$ cat src/sv/ftrt_pkg.sv
// shared types and constants for the footswitch relay toggle block
`timescale 1ns / 1ps
`default_nettype none

package ftrt_pkg;

	// register file layout
	localparam int REG_W      = 16;
	localparam int CFG_IDX_W  = 1;
	localparam logic [CFG_IDX_W-1:0] CFG_PRESS_THRESHOLD = 1'b0;
	localparam logic [CFG_IDX_W-1:0] CFG_MUTE_HALF       = 1'b1;

	// register reset values
	localparam logic [REG_W-1:0] PRESS_THRESHOLD_RESET = 16'd1750;
	localparam logic [REG_W-1:0] MUTE_HALF_RESET       = 16'd7;

	// debounce counter width
	localparam int COUNTER_BITS_DEFAULT = 16;

	// mute sequence phase
	typedef enum logic [1:0] {
		PH_IDLE   = 2'd0,
		PH_FIRST  = 2'd1,
		PH_SECOND = 2'd2
	} phase_t;

	// accepted presses on one tick
	typedef struct packed {
		logic press_a;
		logic press_b;
	} press_t;

	// state shown in one result item
	typedef struct packed {
		logic effect_a;
		logic effect_b;
		logic muting;
	} status_t;

endpackage

`default_nettype wire

$ cat src/sv/ftrt_debounce.sv
// up/down debounce counter and press latch for one footswitch
`timescale 1ns / 1ps
`default_nettype none

module ftrt_debounce #(
	parameter int COUNTER_BITS = ftrt_pkg::COUNTER_BITS_DEFAULT
) (
	input  wire logic                       clk,
	input  wire logic                       arst_n,
	input  wire logic                       enable,
	input  wire logic                       level,
	input  wire logic [ftrt_pkg::REG_W-1:0] threshold,
	output logic                            press
);

	localparam int CMP_W = (COUNTER_BITS > ftrt_pkg::REG_W) ? COUNTER_BITS : ftrt_pkg::REG_W;

	logic [COUNTER_BITS-1:0] count_q, count_d;
	logic                    latch_q, latch_d;
	logic                    below;

	// below threshold and not saturated
	assign below = (CMP_W'(count_q) < CMP_W'(threshold)) && (count_q != {COUNTER_BITS{1'b1}});

	// next count and latch
	always_comb begin
		count_d = count_q;
		latch_d = latch_q;
		press   = 1'b0;
		if (enable) begin
			if (!level && !latch_q) begin
				if (below) begin
					count_d = count_q + COUNTER_BITS'(1);
				end else begin
					count_d = '0;
					latch_d = 1'b1;
					press   = 1'b1;
				end
			end else if (level) begin
				if (count_q == '0) begin
					latch_d = 1'b0;
				end else begin
					count_d = count_q - COUNTER_BITS'(1);
				end
			end
		end
	end

	always_ff @(posedge clk or negedge arst_n) begin
		if (!arst_n) begin
			count_q <= '0;
			latch_q <= 1'b0;
		end else begin
			count_q <= count_d;
			latch_q <= latch_d;
		end
	end

endmodule

`default_nettype wire

$ cat src/sv/ftrt_sequencer.sv
// mute pulse sequencer and effect toggles for both channels
`timescale 1ns / 1ps
`default_nettype none

module ftrt_sequencer (
	input  wire logic                       clk,
	input  wire logic                       arst_n,
	input  wire logic                       enable,
	input  wire ftrt_pkg::press_t           press,
	input  wire logic [ftrt_pkg::REG_W-1:0] half_ticks,
	output logic                            idle,
	output ftrt_pkg::status_t               status_nxt
);

	ftrt_pkg::phase_t phase_q, phase_d;
	logic [ftrt_pkg::REG_W-1:0] timer_q, timer_d, timer_inc, half;
	logic active_q, active_d;
	logic b_wait_q, b_wait_d;
	logic eff_a_q, eff_a_d;
	logic eff_b_q, eff_b_d;
	logic done;

	// zero half time acts as one
	assign half      = (half_ticks == '0) ? ftrt_pkg::REG_W'(1) : half_ticks;
	assign timer_inc = timer_q + ftrt_pkg::REG_W'(1);
	assign done      = timer_inc >= half;

	// next state
	always_comb begin
		phase_d  = phase_q;
		timer_d  = timer_q;
		active_d = active_q;
		b_wait_d = b_wait_q;
		eff_a_d  = eff_a_q;
		eff_b_d  = eff_b_q;
		if (enable) begin
			case (phase_q)
				ftrt_pkg::PH_FIRST: begin
					timer_d = timer_inc;
					if (done) begin
						if (active_q) begin
							eff_b_d = ~eff_b_q;
						end else begin
							eff_a_d = ~eff_a_q;
						end
						phase_d = ftrt_pkg::PH_SECOND;
						timer_d = '0;
					end
				end
				ftrt_pkg::PH_SECOND: begin
					timer_d = timer_inc;
					if (done) begin
						timer_d = '0;
						if (b_wait_q) begin
							b_wait_d = 1'b0;
							active_d = 1'b1;
							phase_d  = ftrt_pkg::PH_FIRST;
						end else begin
							phase_d = ftrt_pkg::PH_IDLE;
						end
					end
				end
				default: begin
					if (press.press_a) begin
						phase_d  = ftrt_pkg::PH_FIRST;
						timer_d  = '0;
						active_d = 1'b0;
						b_wait_d = press.press_b;
					end else if (press.press_b) begin
						phase_d  = ftrt_pkg::PH_FIRST;
						timer_d  = '0;
						active_d = 1'b1;
						b_wait_d = 1'b0;
					end
				end
			endcase
		end
	end

	// outputs
	always_comb begin
		idle                = !(phase_q == ftrt_pkg::PH_FIRST || phase_q == ftrt_pkg::PH_SECOND);
		status_nxt.effect_a = eff_a_d;
		status_nxt.effect_b = eff_b_d;
		status_nxt.muting   = (phase_d == ftrt_pkg::PH_FIRST || phase_d == ftrt_pkg::PH_SECOND);
	end

	always_ff @(posedge clk or negedge arst_n) begin
		if (!arst_n) begin
			phase_q  <= ftrt_pkg::PH_IDLE;
			timer_q  <= '0;
			active_q <= 1'b0;
			b_wait_q <= 1'b0;
			eff_a_q  <= 1'b0;
			eff_b_q  <= 1'b0;
		end else begin
			phase_q  <= phase_d;
			timer_q  <= timer_d;
			active_q <= active_d;
			b_wait_q <= b_wait_d;
			eff_a_q  <= eff_a_d;
			eff_b_q  <= eff_b_d;
		end
	end

endmodule

`default_nettype wire

$ cat src/sv/footswitch_relay_toggle_mute.sv
// Each item is registered in the input register, then in the result register.
// Throughput: one item per cycle while results are taken; both registers advance
// together, and an empty input register takes an item while a result waits.
// The per-tick update is a counter compare and step per channel plus the phase timer.
// Reset: asynchronous, active low; counters, latches, effects and phase clear,
// registers return to a threshold of 1750 and a half time of 7 ticks.
`timescale 1ns / 1ps
`default_nettype none

module footswitch_relay_toggle_mute #(
	parameter int COUNTER_BITS = ftrt_pkg::COUNTER_BITS_DEFAULT
) (
	input  wire logic                           clk,
	input  wire logic                           arst_n,
	input  wire logic                           cfg_we,
	input  wire logic [ftrt_pkg::CFG_IDX_W-1:0] cfg_index,
	input  wire logic [ftrt_pkg::REG_W-1:0]     cfg_data,
	input  wire logic                           in_valid,
	output logic                                in_ready,
	input  wire logic                           button_a_level,
	input  wire logic                           button_b_level,
	output logic                                out_valid,
	input  wire logic                           out_ready,
	output logic                                relay_a,
	output logic                                led_a,
	output logic                                relay_b,
	output logic                                led_b,
	output logic                                mute_drive
);

	logic [ftrt_pkg::REG_W-1:0] threshold_q, half_q;
	logic valid_s1, level_a_s1, level_b_s1;
	logic valid_s2;
	ftrt_pkg::status_t status_s2, status_nxt;
	ftrt_pkg::press_t  press;
	logic press_a, press_b;
	logic advance, idle, dbnc_en;

	// configuration registers
	always_ff @(posedge clk or negedge arst_n) begin
		if (!arst_n) begin
			threshold_q <= ftrt_pkg::PRESS_THRESHOLD_RESET;
			half_q      <= ftrt_pkg::MUTE_HALF_RESET;
		end else if (cfg_we) begin
			case (cfg_index)
				ftrt_pkg::CFG_PRESS_THRESHOLD: threshold_q <= cfg_data;
				ftrt_pkg::CFG_MUTE_HALF:       half_q      <= cfg_data;
				default: ;
			endcase
		end
	end

	// handshake: the item in the input register moves on when the result slot frees
	assign advance  = valid_s1 && (!valid_s2 || out_ready);
	assign in_ready = !valid_s1 || advance;
	assign dbnc_en  = advance && idle;

	// input register
	always_ff @(posedge clk or negedge arst_n) begin
		if (!arst_n) begin
			valid_s1 <= 1'b0;
		end else if (in_ready) begin
			valid_s1 <= in_valid;
		end
	end

	always_ff @(posedge clk) begin
		if (in_ready && in_valid) begin
			level_a_s1 <= button_a_level;
			level_b_s1 <= button_b_level;
		end
	end

	ftrt_debounce #(.COUNTER_BITS(COUNTER_BITS)) u_dbnc_a (
		.clk       (clk),
		.arst_n    (arst_n),
		.enable    (dbnc_en),
		.level     (level_a_s1),
		.threshold (threshold_q),
		.press     (press_a)
	);

	ftrt_debounce #(.COUNTER_BITS(COUNTER_BITS)) u_dbnc_b (
		.clk       (clk),
		.arst_n    (arst_n),
		.enable    (dbnc_en),
		.level     (level_b_s1),
		.threshold (threshold_q),
		.press     (press_b)
	);

	// presses of both channels on this tick
	assign press = {press_a, press_b};

	ftrt_sequencer u_seq (
		.clk        (clk),
		.arst_n     (arst_n),
		.enable     (advance),
		.press      (press),
		.half_ticks (half_q),
		.idle       (idle),
		.status_nxt (status_nxt)
	);

	// result register
	always_ff @(posedge clk or negedge arst_n) begin
		if (!arst_n) begin
			valid_s2 <= 1'b0;
		end else if (!valid_s2 || out_ready) begin
			valid_s2 <= valid_s1;
		end
	end

	always_ff @(posedge clk) begin
		if (advance) begin
			status_s2 <= status_nxt;
		end
	end

	assign out_valid  = valid_s2;
	assign relay_a    = status_s2.effect_a;
	assign led_a      = status_s2.effect_a;
	assign relay_b    = status_s2.effect_b;
	assign led_b      = status_s2.effect_b;
	assign mute_drive = status_s2.muting;

endmodule

`default_nettype wire

$ cat config.mk
export PLATFORM = sky130hd
export DESIGN_NAME = footswitch_relay_toggle_mute
export DESIGN_NICKNAME = d
export VERILOG_FILES = /design/src/sv/ftrt_pkg.sv /design/src/sv/ftrt_debounce.sv /design/src/sv/ftrt_sequencer.sv /design/src/sv/footswitch_relay_toggle_mute.sv
export SDC_FILE = /design/constraint.sdc
export NUM_CORES = 1
export LEC_CHECK = 0
export BUFFER_PORTS_ARGS = -buffer_cell sky130_fd_sc_hd__clkbuf_2
export CAP_MARGIN = 20
export CORE_ASPECT_RATIO = 1.75
export CORE_UTILIZATION = 25
export DETAILED_ROUTE_END_ITERATION = 10
export PLACE_DENSITY = 0.46
export SLEW_MARGIN = 10
export SYNTH_ARGS = -nofsm -noshare
export SYNTH_HDL_FRONTEND = slang
export SYNTH_SLANG_ARGS = --single-unit
$ cat constraint.sdc
create_clock -name clk -period 8.6 [get_ports clk]
set_input_delay 1.72 -clock clk [delete_from_list [all_inputs] [get_ports clk]]
set_output_delay 1.72 -clock clk [all_outputs]
set_load 0.02 [all_outputs]
# ---- Yosys cells after proc, flatten, opt, wreduce, memory -nomap -nowiden
# Cells that the tools add are included.
dict set report totals {
  regBits 95
  output_inout_bits 7
}
dict set report classes {
  addsub 5
  reduce_logical 37
  eq_ne 12
  n_bitwise 4
  muxes 51
  n_lt_le_gt_ge 3
}
# op count
set op_table {}
lappend op_table {{16-bit two-way mux} 13}
lappend op_table {{16-bit by 1-bit adder with 16-bit output, second input constant} 3}
lappend op_table {{16-bit logical NOT} 3}
lappend op_table {{16-bit < comparator} 2}
lappend op_table {{16-bit inequality test, second input constant} 2}
lappend op_table {{16-bit by 1-bit subtractor with 16-bit output, second input constant} 2}
lappend op_table {{1-bit two-way mux} 30}
lappend op_table {{16-bit greater-or-equal comparator} 1}
lappend op_table {{4-bit AND reduction} 3}
lappend op_table {{2-bit two-way mux} 5}
lappend op_table {{2-bit by 1-bit inequality test with 1-bit output, second input constant} 4}
lappend op_table {{2-bit nonzero test} 4}
lappend op_table {{1-bit logical AND} 7}
lappend op_table {{1-bit logical NOT} 7}
lappend op_table {{2-bit AND reduction} 3}
lappend op_table {{3-bit AND reduction} 2}
lappend op_table {{3-bit nonzero test} 2}
lappend op_table {{5-bit AND reduction} 1}
lappend op_table {{2-bit by 1-bit equality test with 1-bit output, second input constant} 2}
lappend op_table {{2-bit equality test, second input constant} 2}
lappend op_table {{1-bit logical OR} 4}
lappend op_table {{2-bit inequality test, second input constant} 2}
lappend op_table {{1-bit inverter} 4}
lappend op_table {{1-bit one-hot mux with 2 select lines} 2}
lappend op_table {{2 further kinds} 2}

# ---- Depth between registers and ports, before layout
# Gate-level depths: netlist of the first run.
dict set report logic_depth {
  depth_word 11
  ltp_mapped 15
  mapped_depth_nobuf 15
}

# ---- By module
# From an unflattened synthesis of the first run, not the netlist that was laid out.
dict set report hier_totals {
  cells_unflattened 723
  hier_area_um2 6880.3
}
# module cells_each area_each_um2 seq_area_each_um2 n_inst
set by_module_without_submodules {}
lappend by_module_without_submodules {{ftrt_debounce at u_dbnc_a} 234 1843.0 425.4 1}
lappend by_module_without_submodules {ftrt_sequencer 186 1761.7 550.5 1}
lappend by_module_without_submodules {{ftrt_debounce at u_dbnc_b} 218 1755.4 425.4 1}
lappend by_module_without_submodules {footswitch_relay_toggle_mute 85 1520.2 1013.5 1}

# ---- Worst setup path before layout of the first run
# Ideal clock, no wire load.
dict set report synth_path {
  path_type {input port to output port}
  from {input out_ready}
  to {output in_ready}
  t_arrival_ns 1.998
  slack_ns 4.882
  stages 1
  t_required_ns 6.880
  path_cell_list {nand3b_1}
}
dict set report synth_via {
  elab_chain_cells 3
}
# element line
set synth_rtl {}
lappend synth_rtl {{from (decl)} footswitch_relay_toggle_mute.sv:23} ;# input wire logic out_ready,
lappend synth_rtl {{1-bit logical OR} footswitch_relay_toggle_mute.sv:54} ;# assign advance = valid_s1 && (!valid_s2 || out_ready);
lappend synth_rtl {{1-bit logical AND} footswitch_relay_toggle_mute.sv:54}
lappend synth_rtl {{1-bit logical OR} footswitch_relay_toggle_mute.sv:55} ;# assign in_ready = !valid_s1 || advance;
lappend synth_rtl {{to (decl)} footswitch_relay_toggle_mute.sv:19} ;# output logic in_ready,
# Every way passes these cells.

==> results.py, run 1 <==
metrics = {
    "run_status": {
        "outcome": "finished clean",
    },
    "drt": {
        "route.vias.total": 5533,
        "drt_iter0_markers": 307,
        "drt-pass1-iter-count": 4,
        "routed_wirelength_um": 18400,
        "remaining_drc_errors": 0,
        "wl_per_cell_um": 17.4,
        "ant_nets": 0,
        "routed_via_density": 5.21,
    },
    "critical_path": {
        "crit_path_frequent_cell": "and3_1",
        "slowest_stage": "o31ai_1",
        "critPathMaxStageDelay_ns": 0.47,
        "critical_path_class": "flop to flop",
        "arrival_ns": 4.23,
        "path_cells": "ha_1, nand2_1, nor2_1, and3_1, and3_1, and3_1, nand3_1, xnor2_1, ha_1, nand4_1, o41ai_2, nor3_1, o31ai_1, mux2i_1, a211oi_1",
        "crit_path_max_fanout": 6,
        "critPathCaptureType": "flop",
        "crit_family": "simple AND/OR/NAND/NOR gates",
        "path_buf_inv": 0,
        "cp_data_required_time_ns": 8.72,
        "startpoint_type": "flop",
    },
    "layout": {
        "layout_commonest_cell": "dfrtp_1",
        "multiInputGateArea_um2": 3690,
        "final_cell_count_no_fill": 1061,
        "fillCellCount": 2733,
        "drive_gt1_share_pct": 13.2,
        "seq_area_um2": 2410,
        "nets": 819,
        "diodes": 0,
        "area_growth_pct": 11.3,
        "layout_common_cells": "dfrtp_1 (80), nand2_1 (67), a21oi_1 (66)",
    },
    "yosys": {
        "avgSynthCellArea_um2": 8.85,
        "yosysSeqAreaShare_pct": 37.5,
        "syn_area_um2": 6430,
        "syn_nets": 806,
        "yosysUniqueCellTypes": 73,
        "synth-edff-count": 5,
        "yosys_warnings": 0,
        "synthCells": 727,
        "async_flop_share_pct": 94.7,
        "synth-seq-cells": 95,
        "synthFlopType": "dfrtp_1",
    },
    "clock_network": {
        "cts_sinks": 95,
        "cts_buffer_depth": 2,
        "clk_latency_ns": 0.38,
        "cts_buffers": 9,
        "cts_root_buffer": "clkbuf_16",
        "postCtsHoldBufs": 0,
        "postCtsSetupBuffers": 0,
        "cts-resized-gates": 0,
        "cts_tree": "done",
        "h-tree-depth": 3,
        "clk_pin_slew_ns": 0.07,
    },
    "placement": {
        "dp_hpwl_um": 14000,
        "numPortBuffers": 30,
        "routabilityCongestion": 0.839,
        "dpl.cell_count": 1045,
    },
    "timing": {
        "fin_skew_ns": 0.0128,
        "hold_violations": 0,
        "tightest_slew_ns": 1.06,
        "slew_headroom_pct": 29.2,
        "grt_setup_unrepaired": "false",
        "slew_violations": 0,
        "final.period_utilization_pct": 47.8,
        "max_freq_mhz": 243,
        "setup_viol": 0,
        "tns_ns": 0,
        "min_period_ns": 4.11,
    },
    "floorplanning": {
        "core_um2": 25200,
        "ios": 31,
        "die_w_um": 123,
        "fp.dieH_um": 214,
        "fp.dieArea_um2": 26400,
        "initial_core_util_pct": 25.5,
        "rows": 77,
    },
    "global_route": {
        "grt_pass1_wl_um": 30600,
        "gr-total-overflow": 0,
        "track_usage_pct": 15.1,
        "grt_pass1_vias": 5840,
        "antenna_found_initial": 0,
        "grt_max_degree": 66,
    },
    "pwr": {
        "ir_worst_vdd_uv": 98.0,
        "power.leakage_nw": 3.10,
        "p_per_area_nw_per_um2": 263,
    },
    "flow_run": {
        "drv_cap": 0,
    },
    "hold_path": {
        "hold_class": "flop to flop",
    },
}
## cells in the mapped netlist (12+ instances only)
cell type  number  area, um2
o31ai_1        15        113
nor4_1         12       75.1
dfrtp_1        80       2000
a31oi_1        15       93.8
nand2_1        67        251
nand4_1        14       87.6
nor2_1         42        158
a21oi_1        66        330
nor3_1         12       60.1
o21ai_0        59        295
ha_1           55        688
clkbuf_1       22       82.6
and3_1         15       93.8
nand3_1        26        130
mux2_2         17        191
inv_1          46        173
## where the power goes
part | switching [mW] | leakage, nW | total, mW | internal [mW]
clock | 0.204 | 0.141 | 0.412 | 0.208
combinational | 0.424 | 1.80 | 0.702 | 0.278
sequential | 0.206 | 1.16 | 0.769 | 0.564
total | 0.833 | 3.10 | 1.88 | 1.05
## metal layers
layer	GRT usage [%]	vias up	wire (um)
li1	-	2731	-
met1	16.0	2681	7180
met2	27.6	84	10000
met3	1.91	37	367
met4	8.80	0	824
met5	0	-	0
## metrics by stage
step	setup slack (ns)	utilization (%)	power, mW	hold slack (ns)	instance area [um2]
2_1_floorplan	4.88	-	1.25	0.439	6430
5_1_grt	4.07	28.4	2.04	0.508	7160
3_5_place_dp	4.53	27.2	1.48	0.456	6870
4_1_cts	4.48	28.4	1.90	0.473	7160
6_report	4.49	28.4	1.88	0.468	7160
3_3_place_gp	4.59	27.2	1.47	0.458	6870
## registers in the layout, summed over array words and instances (netlist names), 2 cells and up
name,cells
half_q,16
threshold_q,16
u_dbnc_a.count_q,16
u_dbnc_b.count_q,16
u_seq.timer_q,16
u_seq.phase_q,2
## cells by family (layout without fill, tap and decap cells)
logic type               count (synthesis)  in the layout  share of synthesized area (%)
AO/OA/AOI/OAI                          233            233                           23.4
AND/OR/NAND/NOR                        229            229                           17.9
flip-flops                              95             95                           37.5
buffers and inverters                   81             99                           5.15
adder cells (fa/ha/maj)                 55             55                           10.7
multiplexers                            18             18                           3.13
XOR/XNOR                                16             16                           2.18
## worst reg2reg max path, stage by stage (launching register included)
cell	delay, ns
dfrtp_1	0.44
ha_1	0.30
nand2_1	0.10
nor2_1	0.19
and3_1	0.26
and3_1	0.25
and3_1	0.26
nand3_1	0.11
xnor2_1	0.16
ha_1	0.31
nand4_1	0.12
o41ai_2	0.46
nor3_1	0.10
o31ai_1	0.47
mux2i_1	0.25
a211oi_1	0.08
## layout make-up
cell class,count,share of cell area (%)
multi-input combinational,551,51.5
inverter,47,2.46
timing repair buffer,36,2.76
sequential,95,33.7
tap,316,5.52
clock inverter,6,0.699
clock buffer,10,3.34
## path summary, 6_finish.rpt
kind                             startpoint             endpoint  slack [ns]  depth (start not counted)
hold / removal                u_seq.eff_b_q        u_seq.eff_b_q        0.47                          1
max in group asynchronous            arst_n        u_seq.eff_a_q        6.12                          2
hold reg to reg               u_seq.eff_b_q        u_seq.eff_b_q        0.47                          1
min in group asynchronous            arst_n  u_dbnc_a.count_q[5]        1.26                          1
setup / recovery           u_seq.timer_q[0]           mute_drive        4.49                         15
setup reg to reg           u_seq.timer_q[0]           mute_drive        4.49                         15
Note: power is estimated with default switching activity, not from simulation.
==> inputs of run 2 (changes only) <==
PLACE_DENSITY = 0.48   (was 0.46)
clock period = 3.4 ns   (was 8.6 ns; I/O delays follow)
==> run 2 against run 1 <==
Effect of this change:
- the flow now finishes with violations (setup timing)
- largest cell class unchanged
- critical path type unchanged
- highest routed layer unchanged
- wire length is 0.79% higher
- global-route usage is 0.13 points lower
- maximum frequency is 19% higher
- power grew to 2.6 times the previous value
- final cell count is 3.8% higher
- clock skew is 0.0026 ns higher
- worst hold slack worse by 0.15 ns
==> results.py, run 2 (synthesis gave the netlist of run 1 again) <==
metrics = {
    "timing": {
        "hold_violations": 0,
        "tns_ns": -0.0410,
        "fin_ws_ns": -0.0407,
        "slew_headroom_pct": 50.2,
        "tightest_slew_ns": 0.746,
        "min_period_ns": 3.44,
        "setup_viol": 2,
        "hold_slack_ns": 0.321,
        "grt_setup_unrepaired": "true",
        "slew_violations": 0,
        "fin_skew_ns": 0.0154,
        "max_freq_mhz": 291,
        "final.period_utilization_pct": 101,
    },
    "global_route": {
        "antenna_found_initial": 0,
        "grt_pass1_vias": 5872,
        "grt_pass1_wl_um": 30000,
        "track_usage_pct": 14.9,
        "grt_max_degree": 47,
        "gr-total-overflow": 0,
    },
    "drt": {
        "routed_wirelength_um": 18600,
        "drt_iter0_markers": 301,
        "ant_nets": 0,
        "drt-pass1-iter-count": 5,
        "route.vias.total": 5710,
        "routed_via_density": 5.19,
        "remaining_drc_errors": 0,
        "wl_per_cell_um": 16.9,
    },
    "clock_network": {
        "cts_sinks": 95,
        "h-tree-depth": 3,
        "cts_buffers": 9,
        "cts_root_buffer": "clkbuf_16",
        "cts_tree": "done",
        "clk_pin_slew_ns": 0.08,
        "postCtsHoldBufs": 0,
        "clk_latency_ns": 0.38,
        "cts_buffer_depth": 2,
    },
    "critical_path": {
        "reg2reg_from": "u_seq.timer_q[1]",
        "arrival_ns": 3.64,
        "r2r_slack_ns": -0.04,
        "cp_data_required_time_ns": 3.59,
        "timing.rr.end": "mute_drive",
        "critPathCaptureType": "flop",
        "critical_path_class": "flop to flop",
        "r2r_cells": 15,
        "startpoint_type": "flop",
        "crit_path_max_fanout": 4,
        "crit_start": "u_seq.timer_q[1]",
    },
    "layout": {
        "final_cell_count_no_fill": 1101,
        "fillCellCount": 2683,
        "layout_common_cells": "dfrtp_1 (80), nand2_1 (66), a21oi_1 (65)",
        "drive_gt1_share_pct": 19.4,
        "multiInputGateArea_um2": 3790,
        "diodes": 0,
        "final_util_pct": 30.1,
        "area_growth_pct": 18.0,
        "layout_commonest_cell": "dfrtp_1",
        "nets": 859,
        "seq_area_um2": 2410,
    },
    "placement": {
        "routabilityCongestion": 0.807,
        "numPortBuffers": 30,
        "dp_hpwl_um": 14200,
        "dpl.cell_count": 1081,
    },
    "pwr": {
        "power.leakage_nw": 3.36,
        "ir_worst_vdd_uv": 243,
        "p_per_area_nw_per_um2": 653,
    },
    "floorplanning": {
        "initial_core_util_pct": 25.5,
        "fp.dieH_um": 214,
        "rows": 77,
        "fp.dieArea_um2": 26400,
        "core_um2": 25200,
        "ios": 31,
        "die_w_um": 123,
    },
    "run_status": {
        "failed_checks": "setup timing",
        "outcome": "complete, but fails checks",
    },
    "hold_path": {
        "hold_class": "primary input to asynchronous set/reset pin",
    },
    "flow_run": {
        "drv_cap": 0,
    },
}
==> run 2: cell count changes in the layout (fill, tap and decap cells not counted), sizes merged <==
cell	before	now
buf	7	47
clkbuf	39	38
inv	49	50
==> run 2: how the worst max path moves through the flow <==
stage	cells past startpoint	end	slack (ns)
after floorplan	15	mute_drive	0.02
after global placement	15	mute_drive	-0.08
after detailed placement	15	mute_drive	-0.13
after CTS	15	mute_drive	-0.07
after global routing	16	u_seq.timer_q[2]	-0.22
final	15	mute_drive	-0.04
==> run 2: power breakdown <==
part           leakage (nW)  internal, mW  switching, mW
logic                  2.06         0.852           1.23
registers              1.16          1.43          0.402
clock network         0.140         0.512          0.524
==> run 2: worst max-delay path: stages (launching register included) <==
cell	delay (ns)
dfrtp_1	0.40
ha_2	0.21
nand2_2	0.06
nor2_2	0.13
and3_4	0.19
and3_4	0.18
and3_4	0.21
nand3_2	0.08
xnor2_1	0.15
ha_1	0.30
nand4_1	0.16
o41a_2	0.53
a21oi_4	0.18
o31ai_4	0.11
mux2i_1	0.13
a211oi_1	0.22
==> run 2: layout make-up <==
| class | count | share of cell area, % |
|---|---|---|
| multi-input cells | 551 | 50.0 |
| flip-flops and latches | 95 | 31.8 |
| repair buffers | 76 | 6.89 |
| well taps | 316 | 5.21 |
| clock buffers | 9 | 2.97 |
| inverters | 47 | 2.32 |
| clock inverters | 7 | 0.808 |
==> run 2: per-stage QoR <==
stage | cell area (um2) | power (mW) | worst slack [ns]
finish | 7590 | 4.95 | -0.0407
global route | 7590 | 5.38 | -0.217
CTS | 7570 | 5.01 | -0.0705
detailed placement | 7200 | 3.92 | -0.131
global placement | 7190 | 3.88 | -0.0768
floorplan | 6460 | 3.16 | 0.0216
==> run 2: repair_timing <==
action | 4_1_cts | 5_1_grt
setup endpoints to repair | 3 | 17
resized for setup | 8 | 3
buffers inserted | 4 | 0
pin swaps | 9 | 1
==> run 2: layer usage <==
| metal | global-route usage (%) | part of all wire [%] | vias to the layer above |
|---|---|---|---|
| met4 | 8.76 | 4.3 | 0 |
| li1 | - | - | 2807 |
| met1 | 15.3 | 38 | 2748 |
| met5 | 0 | 0 | - |
| met2 | 27.7 | 55 | 114 |
| met3 | 2.31 | 2.9 | 41 |
